<file path="src/design/assert_macros.svh">
// Assertion macros shared by the button and touch qualifier modules.
`ifndef ASSERT_MACROS_SVH
`define ASSERT_MACROS_SVH

// Checks that the consequent holds in the same cycle as the antecedent.
`define ASSERT_IMPLY(label, clk, rst, ante, cons) \
   label: assert property (@(posedge clk) disable iff (rst) (ante) |-> (cons)) \
      else $error("same-cycle implication failed");

// Checks that the consequent holds in the cycle after the antecedent.
`define ASSERT_NEXT(label, clk, rst, ante, cons) \
   label: assert property (@(posedge clk) disable iff (rst) (ante) |=> (cons)) \
      else $error("next-cycle implication failed");

`endif

</file>
<file path="src/design/btq_pkg.sv">
// Types and constants of the button and touch event qualifier.
package btq_pkg;

   // Item modes.
   localparam logic [2:0] MODE_POLL       = 3'd0;
   localparam logic [2:0] MODE_TAKE_TAP   = 3'd1;
   localparam logic [2:0] MODE_TAKE_CLICK = 3'd2;
   localparam logic [2:0] MODE_TAKE_LONG  = 3'd3;
   localparam logic [2:0] MODE_TAKE_ANY   = 3'd4;
   localparam logic [2:0] MODE_DISCARD    = 3'd5;
   localparam logic [2:0] MODE_PAUSE      = 3'd6;

   // Register indexes, taken from the word address.
   localparam logic [1:0] REG_DEBOUNCE   = 2'd0;
   localparam logic [1:0] REG_LONG_PRESS = 2'd1;
   localparam logic [1:0] REG_TOUCH_EN   = 2'd2;

   localparam int unsigned CSR_ADDR_WIDTH = 4;
   localparam int unsigned CSR_DATA_WIDTH = 32;

   localparam logic [7:0]  DEBOUNCE_RESET   = 8'd30;
   localparam logic [15:0] LONG_PRESS_RESET = 16'd1000;
   localparam logic        TOUCH_EN_RESET   = 1'b0;

   typedef struct packed {
      logic [2:0]  mode;
      logic [31:0] now_ms;
      logic        button_pressed;
      logic        touch_down;
      logic [11:0] touch_x;
      logic [11:0] touch_y;
      logic [15:0] pause_ms;
   } req_payload_type;

   typedef struct packed {
      logic        event_found;
      logic [11:0] tap_x;
      logic [11:0] tap_y;
   } rsp_payload_type;

   typedef struct packed {
      logic [7:0]  debounce_ms;
      logic [15:0] long_press_ms;
      logic        touch_enabled;
   } cfg_type;

endpackage

</file>
<file path="src/design/button_touch_event_qualifier_core.sv">
// Top level of the button and touch event qualifier.
//
// Accepts one item per clock cycle when the result side does not stall and returns
// exactly one result beat per item. An accepted item waits in an input register;
// once the output register is empty or being drained, the event state is updated in one pass of
// compares and flag logic, and the result lands in an output register, so a new item
// can be taken while a finished result is still waiting. The one-pass update of
// the event state sets the rate. Configuration registers sit at byte addresses 0
// (debounce, ms), 4 (long press threshold, ms) and 8 (touch enable) and are to be
// written only while the block is idle.
`include "assert_macros.svh"

module button_touch_event_qualifier_core (
   input  logic                                 clock,
   input  logic                                 reset,
   input  logic                                 req_valid,
   output logic                                 req_ready,
   input  btq_pkg::req_payload_type             req_payload,
   output logic                                 rsp_valid,
   input  logic                                 rsp_ready,
   output btq_pkg::rsp_payload_type             rsp_payload,
   input  logic                                 csr_psel,
   input  logic                                 csr_penable,
   input  logic                                 csr_pwrite,
   input  logic [btq_pkg::CSR_ADDR_WIDTH-1:0]   csr_paddr,
   input  logic [btq_pkg::CSR_DATA_WIDTH-1:0]   csr_pwdata,
   output logic [btq_pkg::CSR_DATA_WIDTH-1:0]   csr_prdata,
   output logic                                 csr_pready
);

   btq_pkg::cfg_type         cfg;
   btq_pkg::req_payload_type in_item_ff;
   btq_pkg::rsp_payload_type result;
   btq_pkg::rsp_payload_type rsp_payload_ff;
   logic                     in_valid_ff, in_valid_in;
   logic                     rsp_valid_ff, rsp_valid_in;
   logic                     advance;
   logic                     req_take;

   btq_csr u_csr (
      .clock       (clock),
      .reset       (reset),
      .csr_psel    (csr_psel),
      .csr_penable (csr_penable),
      .csr_pwrite  (csr_pwrite),
      .csr_paddr   (csr_paddr),
      .csr_pwdata  (csr_pwdata),
      .csr_prdata  (csr_prdata),
      .csr_pready  (csr_pready),
      .cfg         (cfg)
   );

   btq_engine u_engine (
      .clock  (clock),
      .reset  (reset),
      .step   (advance),
      .item   (in_item_ff),
      .cfg    (cfg),
      .result (result)
   );

   // The held item moves on whenever the output register is empty or being drained.
   assign advance      = in_valid_ff && (!rsp_valid_ff || rsp_ready);
   assign req_ready    = !in_valid_ff || advance;
   assign req_take     = req_valid && req_ready;
   assign in_valid_in  = req_take || (in_valid_ff && !advance);
   assign rsp_valid_in = advance || (rsp_valid_ff && !rsp_ready);

   always_ff @(posedge clock) begin
      if (reset) begin
         in_valid_ff  <= 1'b0;
         rsp_valid_ff <= 1'b0;
      end else begin
         in_valid_ff  <= in_valid_in;
         rsp_valid_ff <= rsp_valid_in;
      end
   end

   always_ff @(posedge clock) begin
      if (req_take) begin
         in_item_ff <= req_payload;
      end
      if (advance) begin
         rsp_payload_ff <= result;
      end
   end

   assign rsp_valid   = rsp_valid_ff;
   assign rsp_payload = rsp_payload_ff;

   `ASSERT_NEXT(a_held_item_kept, clock, reset, in_valid_ff && !advance, in_valid_ff)

   `ASSERT_NEXT(a_step_gives_beat, clock, reset, advance, rsp_valid_ff)

   `ASSERT_NEXT(a_poll_finds_nothing, clock, reset, advance && (in_item_ff.mode == btq_pkg::MODE_POLL), !rsp_payload_ff.event_found)

endmodule

</file>
<file path="src/design/btq_csr.sv">
// Configuration registers of the qualifier behind an APB-style port.
module btq_csr (
   input  logic                                 clock,
   input  logic                                 reset,
   input  logic                                 csr_psel,
   input  logic                                 csr_penable,
   input  logic                                 csr_pwrite,
   input  logic [btq_pkg::CSR_ADDR_WIDTH-1:0]   csr_paddr,
   input  logic [btq_pkg::CSR_DATA_WIDTH-1:0]   csr_pwdata,
   output logic [btq_pkg::CSR_DATA_WIDTH-1:0]   csr_prdata,
   output logic                                 csr_pready,
   output btq_pkg::cfg_type                     cfg
);

   btq_pkg::cfg_type cfg_ff, cfg_in;
   logic             write_en;
   logic [1:0]       reg_index;

   assign csr_pready = 1'b1;
   assign reg_index  = csr_paddr[3:2];
   assign write_en   = csr_psel & csr_penable & csr_pwrite;

   always_comb begin
      cfg_in = cfg_ff;
      if (write_en) begin
         case (reg_index)
            btq_pkg::REG_DEBOUNCE:   cfg_in.debounce_ms   = csr_pwdata[7:0];
            btq_pkg::REG_LONG_PRESS: cfg_in.long_press_ms = csr_pwdata[15:0];
            btq_pkg::REG_TOUCH_EN:   cfg_in.touch_enabled = csr_pwdata[0];
            default: ;
         endcase
      end
   end

   always_comb begin
      csr_prdata = '0;
      case (reg_index)
         btq_pkg::REG_DEBOUNCE:   csr_prdata[7:0]  = cfg_ff.debounce_ms;
         btq_pkg::REG_LONG_PRESS: csr_prdata[15:0] = cfg_ff.long_press_ms;
         btq_pkg::REG_TOUCH_EN:   csr_prdata[0]    = cfg_ff.touch_enabled;
         default: ;
      endcase
   end

   always_ff @(posedge clock) begin
      if (reset) begin
         cfg_ff.debounce_ms   <= btq_pkg::DEBOUNCE_RESET;
         cfg_ff.long_press_ms <= btq_pkg::LONG_PRESS_RESET;
         cfg_ff.touch_enabled <= btq_pkg::TOUCH_EN_RESET;
      end else begin
         cfg_ff <= cfg_in;
      end
   end

   assign cfg = cfg_ff;

endmodule

</file>
<file path="src/design/btq_engine.sv">
// Event state of the qualifier and its combinational update for one item.
`include "assert_macros.svh"

module btq_engine (
   input  logic                     clock,
   input  logic                     reset,
   input  logic                     step,
   input  btq_pkg::req_payload_type item,
   input  btq_pkg::cfg_type         cfg,
   output btq_pkg::rsp_payload_type result
);

   logic        button_level_ff, button_level_in;
   logic [31:0] last_change_ff, last_change_in;
   logic [31:0] press_start_ff, press_start_in;
   logic        click_pending_ff, click_pending_in;
   logic        long_pending_ff, long_pending_in;
   logic        touch_active_ff, touch_active_in;
   logic        tap_pending_ff, tap_pending_in;
   logic [11:0] last_x_ff, last_x_in;
   logic [11:0] last_y_ff, last_y_in;
   logic [31:0] pause_end_ff, pause_end_in;

   logic [31:0] since_change;
   logic [31:0] press_len;
   logic [31:0] since_pause_end;
   logic        button_ok;
   logic        is_long;
   logic        touch_live;

   assign since_change    = item.now_ms - last_change_ff;
   assign press_len       = item.now_ms - press_start_ff;
   assign since_pause_end = item.now_ms - pause_end_ff;

   // A level change counts only once the debounce window has run out.
   assign button_ok  = (item.button_pressed != button_level_ff) &&
                       (since_change >= {24'd0, cfg.debounce_ms});
   assign is_long    = press_len >= {16'd0, cfg.long_press_ms};
   // The pause end is compared with wrap: a negative distance means still paused.
   assign touch_live = cfg.touch_enabled && !since_pause_end[31];

   always_comb begin
      button_level_in  = button_level_ff;
      last_change_in   = last_change_ff;
      press_start_in   = press_start_ff;
      click_pending_in = click_pending_ff;
      long_pending_in  = long_pending_ff;
      touch_active_in  = touch_active_ff;
      tap_pending_in   = tap_pending_ff;
      last_x_in        = last_x_ff;
      last_y_in        = last_y_ff;
      pause_end_in     = pause_end_ff;
      result           = '0;
      case (item.mode)
         btq_pkg::MODE_POLL: begin
            if (button_ok) begin
               last_change_in  = item.now_ms;
               button_level_in = item.button_pressed;
               if (item.button_pressed) begin
                  press_start_in = item.now_ms;
               end else if (is_long) begin
                  long_pending_in = 1'b1;
               end else begin
                  click_pending_in = 1'b1;
               end
            end
            if (touch_live) begin
               if (item.touch_down) begin
                  last_x_in       = item.touch_x;
                  last_y_in       = item.touch_y;
                  touch_active_in = 1'b1;
               end else if (touch_active_ff) begin
                  touch_active_in = 1'b0;
                  tap_pending_in  = 1'b1;
               end
            end
         end
         btq_pkg::MODE_TAKE_TAP: begin
            if (tap_pending_ff) begin
               tap_pending_in     = 1'b0;
               result.event_found = 1'b1;
               result.tap_x       = last_x_ff;
               result.tap_y       = last_y_ff;
            end
         end
         btq_pkg::MODE_TAKE_CLICK: begin
            result.event_found = click_pending_ff;
            click_pending_in   = 1'b0;
         end
         btq_pkg::MODE_TAKE_LONG: begin
            result.event_found = long_pending_ff;
            long_pending_in    = 1'b0;
         end
         btq_pkg::MODE_TAKE_ANY: begin
            result.event_found = tap_pending_ff | click_pending_ff | long_pending_ff;
            tap_pending_in     = 1'b0;
            click_pending_in   = 1'b0;
            long_pending_in    = 1'b0;
         end
         btq_pkg::MODE_DISCARD: begin
            tap_pending_in   = 1'b0;
            click_pending_in = 1'b0;
            long_pending_in  = 1'b0;
         end
         btq_pkg::MODE_PAUSE: begin
            pause_end_in    = item.now_ms + {16'd0, item.pause_ms};
            touch_active_in = 1'b0;
            tap_pending_in  = 1'b0;
         end
         default: ;
      endcase
   end

   always_ff @(posedge clock) begin
      if (reset) begin
         button_level_ff  <= 1'b0;
         last_change_ff   <= '0;
         press_start_ff   <= '0;
         click_pending_ff <= 1'b0;
         long_pending_ff  <= 1'b0;
         touch_active_ff  <= 1'b0;
         tap_pending_ff   <= 1'b0;
         last_x_ff        <= '0;
         last_y_ff        <= '0;
         pause_end_ff     <= '0;
      end else if (step) begin
         button_level_ff  <= button_level_in;
         last_change_ff   <= last_change_in;
         press_start_ff   <= press_start_in;
         click_pending_ff <= click_pending_in;
         long_pending_ff  <= long_pending_in;
         touch_active_ff  <= touch_active_in;
         tap_pending_ff   <= tap_pending_in;
         last_x_ff        <= last_x_in;
         last_y_ff        <= last_y_in;
         pause_end_ff     <= pause_end_in;
      end
   end

   `ASSERT_NEXT(a_take_any_clears, clock, reset, step && (item.mode == btq_pkg::MODE_TAKE_ANY), !tap_pending_ff && !click_pending_ff && !long_pending_ff)

   `ASSERT_NEXT(a_pause_drops_touch, clock, reset, step && (item.mode == btq_pkg::MODE_PAUSE), !touch_active_ff && !tap_pending_ff)

endmodule
</file>
<file path="config.mk">
export PLATFORM = sky130hd
export DESIGN_NAME = button_touch_event_qualifier_core
export DESIGN_NICKNAME = d
export VERILOG_FILES = /design/src/design/btq_pkg.sv /design/src/design/button_touch_event_qualifier_core.sv /design/src/design/btq_csr.sv /design/src/design/btq_engine.sv
export VERILOG_INCLUDE_DIRS = /design/src /design/src/design
export SDC_FILE = /design/constraint.sdc
export NUM_CORES = 1
export LEC_CHECK = 0
export BUFFER_PORTS_ARGS = -buffer_cell sky130_fd_sc_hd__buf_2
export CAP_MARGIN = 10
export CORE_MARGIN = 5
export CORE_UTILIZATION = 35
export CTS_CLUSTER_DIAMETER = 40
export DETAILED_ROUTE_END_ITERATION = 10
export GPL_ROUTABILITY_DRIVEN = 0
export PLACE_DENSITY = 0.54
export SLEW_MARGIN = 15
export SYNTH_ARGS = -nofsm -noshare
export SYNTH_HDL_FRONTEND = slang
export SYNTH_SLANG_ARGS = --single-unit
</file>
<file path="constraint.sdc">
create_clock -name clock -period 5.65 [get_ports clock]
set_input_delay 1.13 -clock clock [delete_from_list [all_inputs] [get_ports clock]]
set_output_delay 1.13 -clock clock [all_outputs]
set_load 0.05 [all_outputs]
</file>
==> run metrics <==
outcome=finished clean; critical path peak fanout=4; Async SR Flop Fraction=0%; Primary FF master, synth=dfxtp_1; Yosys top cell by area=edfxtp_1; flops & latches, synth=between 200 and 300; worst path arrival time=5.74 ns; Worst EP required=6.11 ns; area taken by multi-input logic gates=8380 um2; Syn Area/Cell=9.08 um2; vias in the first global route=around 12,000; TritonCTS Buffers=between 40 and 50; Final Cell Area=18,300 um2; Nets=2,088; Slew @ Worst Pin=1.04 ns; pwr dens=313 nW/um2; DR vias/cell=5.00; share of layout cells above drive strength 1=15.0%; Hold Path Class=register to register; CTS Root Cell=clkbuf_16; post-layout min period=roughly 5.3 ns; Setup violations, final=0; post-CTS setup buffer count=0; clk slew on worst S/H paths=0.05 ns; setup TNS=0 ns; Fill cells=around 4,300; distinct cell type count after synthesis=85; fmax=189 MHz; first-pass GRT wire length=between 60,000 and 70,000 um; die extent in y=219 um; Post-route DRC=0; CTS tree=built; initial antenna violation count=13; row count=76; Sink Count=approximately 250; most common cell in the netlist=nand2_1; Final Cycle Share=93.5%; Fin Clk Skew=0.0325 ns; total grt overflow=0; Area Growth Syn to Fin=19.4%; Pins Over Slew Limit=0; Placeable Area=approximately 43,000 um2; H-tree depth=2; Seq/Total Area, Yosys=39.8%; DP Area=about 17,000 um2; top-area cell type share of the netlist area=about a fifth; Cells after Synth=1,689; vias=around 12,000; DRT iter0 DRCs=588; full die area=48,100 um2; Fin. Hold Viols=0; DP Wirelength=30,100 um; Post-Route WL=39,900 um; post-cts sizing count=0; IO Port Bufs=144; Ys Warns=0; TritonRoute pass-1 iters=5; CTS max path bufs=3; drt wl/cell=16.2 um; Peak VDD IR=between 0.2 and 0.25 mV; FF/Latch Area=just over 6000 um2; Slew headroom=30.5%; die width=219 um; remaining antenna violation count=0; Leakage Power=a little over 7 nW; largest cells by area after synthesis=edfxtp_1 (20%), dfxtp_1 (20%), ha_1 (11%), mux2i_1 (7.0%), nand2_1 (5.6%); clk_lat worst skew=0.58 ns; Critical Path Source Type=register; most frequent cells after synthesis=nand2_1 (230), dfxtp_1 (152), inv_1 (137), a21oi_1 (135), ha_1 (132); max-capacitance violation count=0; CP Class=register to register; Post-synth EDFFs=between 100 and 150; Synth Cell Area=between 15,000 and 20,000 um2; RSZ-0062 raised after global routing=no; largest net degree at the start of global routing=78; initial core utilization=a little over a third; cts hold-fix bufs=0; Setup crit end kind=register; gr usage total=16.5%; IO Pins=180
## report_power, final
part	switching, mW	total (mW)	internal (mW)	leakage (nW)
Sequential	0.0486	2.01	1.96	2.22
Combinational	0.434	0.695	0.261	4.21
Clock	1.04	3.03	1.99	0.830
Total	1.53	5.74	4.21	7.26
## worst paths after layout
kind,from,end,slack [ns],cells past startpoint
worst min register to register,u_engine.pause_end_ff[16]$_SDFFE_PP0P_,u_engine.pause_end_ff[16]$_SDFFE_PP0P_,0.45,2
worst min-delay path,u_engine.pause_end_ff[16]$_SDFFE_PP0P_,u_engine.pause_end_ff[16]$_SDFFE_PP0P_,0.45,2
worst max-delay path,in_item_ff[42]$_DFFE_PP_,u_engine.long_pending_ff$_SDFFE_PP0P_,0.37,23
worst max register to register,in_item_ff[42]$_DFFE_PP_,u_engine.long_pending_ff$_SDFFE_PP0P_,0.37,23
## placed cells by master (no fill, tap or decap), types with 10 or more instances in the layout
master       n
a21oi_1    135
nor2b_1     16
clkbuf_16   49
mux2i_1    107
nand4_1     23
dfxtp_1    152
and3_1      10
and2_1      43
edfxtp_1   102
xnor2_1     38
a31oi_1     14
inv_1      137
nor3_1      18
buf_4       17
nand3_1     27
conb_1      17
a21o_1      35
nor2_1      96
nand2_1    230
a211oi_1    12
buf_2      144
nand2b_1    17
xor2_1      31
o21ai_0     67
ha_1       132
o21a_1      18
o211ai_1    19
## cell type report
| class | count | area share (%) |
|---|---|---|
| timing repair buffer | 161 | 4.63 |
| multi-input combinational | 1231 | 45.7 |
| clock buffer | 54 | 6.80 |
| clock inverter | 34 | 2.60 |
| inverter | 138 | 2.83 |
| sequential | 254 | 33.3 |
| antenna | 6 | 0.0820 |
| tap | 585 | 4.00 |
## cells by family after synthesis
logic type | Yosys count | synth area share (%)
and+or+nand+nor | 525 | 16.1
AOI/OAI and AO/OA | 377 | 15.7
DFF | 254 | 39.8
buffers and inverters | 219 | 6.23
adders and majority gates | 135 | 11.2
muxes | 108 | 7.06
xor gates and xnor gates | 69 | 3.94
other | 2 | 0.0490
## metrics by stage
stage	power (mW)	worst slack (ns)	std cells	utilization (%)	hold WS (ns)
after floorplan	2.55	0.997	1704	-	0.432
after global placement	2.73	0.322	2369	38.4	0.441
after detailed placement	2.74	0.335	2369	38.4	0.447
after CTS	5.81	0.314	2457	42.4	0.452
after global routing	5.98	0.0526	2461	42.4	0.473
final	5.74	0.369	2463	42.4	0.451
## metal layers
layer,wire length [um],global-route usage [%],vias up
li1,-,-,6245
met1,18100,21.3,5663
met2,18000,26.7,308
met3,2540,4.17,91
met4,1240,6.15,14
met5,90,0,-
## flip-flops by register name, indices dropped and copies added, names as in the netlist
name and count:
in_item_ff 77, in_valid_ff 1, rsp_payload 25, rsp_valid 1
u_csr.cfg 25, u_engine.button_level_ff 1, u_engine.click_pending_ff 1, u_engine.last_change_ff 32
u_engine.last_x_ff 12, u_engine.last_y_ff 12, u_engine.long_pending_ff 1, u_engine.pause_end_ff 32
u_engine.press_start_ff 32, u_engine.tap_pending_ff 1, u_engine.touch_active_ff 1
## worst max-delay path, cell delays in order, from the launching register on
cell and delay [ns]:
edfxtp_1 0.44, inv_1 0.12, ha_1 0.18, inv_1 0.06, fa_1 0.42, a211o_1 0.32, a21oi_1 0.20, o21bai_1 0.11
a21oi_1 0.29, nand2_1 0.15, a221oi_2 0.32, o21bai_1 0.10, a21oi_1 0.19, xnor2_1 0.14, ha_1 0.26, nor2b_1 0.13
o21ai_0 0.14, o2111ai_1 0.12, a21oi_1 0.13, o2111ai_1 0.14, nor4_1 0.26, nand4_1 0.12, or4_1 0.54, a32o_1 0.29
No activity file was read; power rests on OpenSTA's default activity.
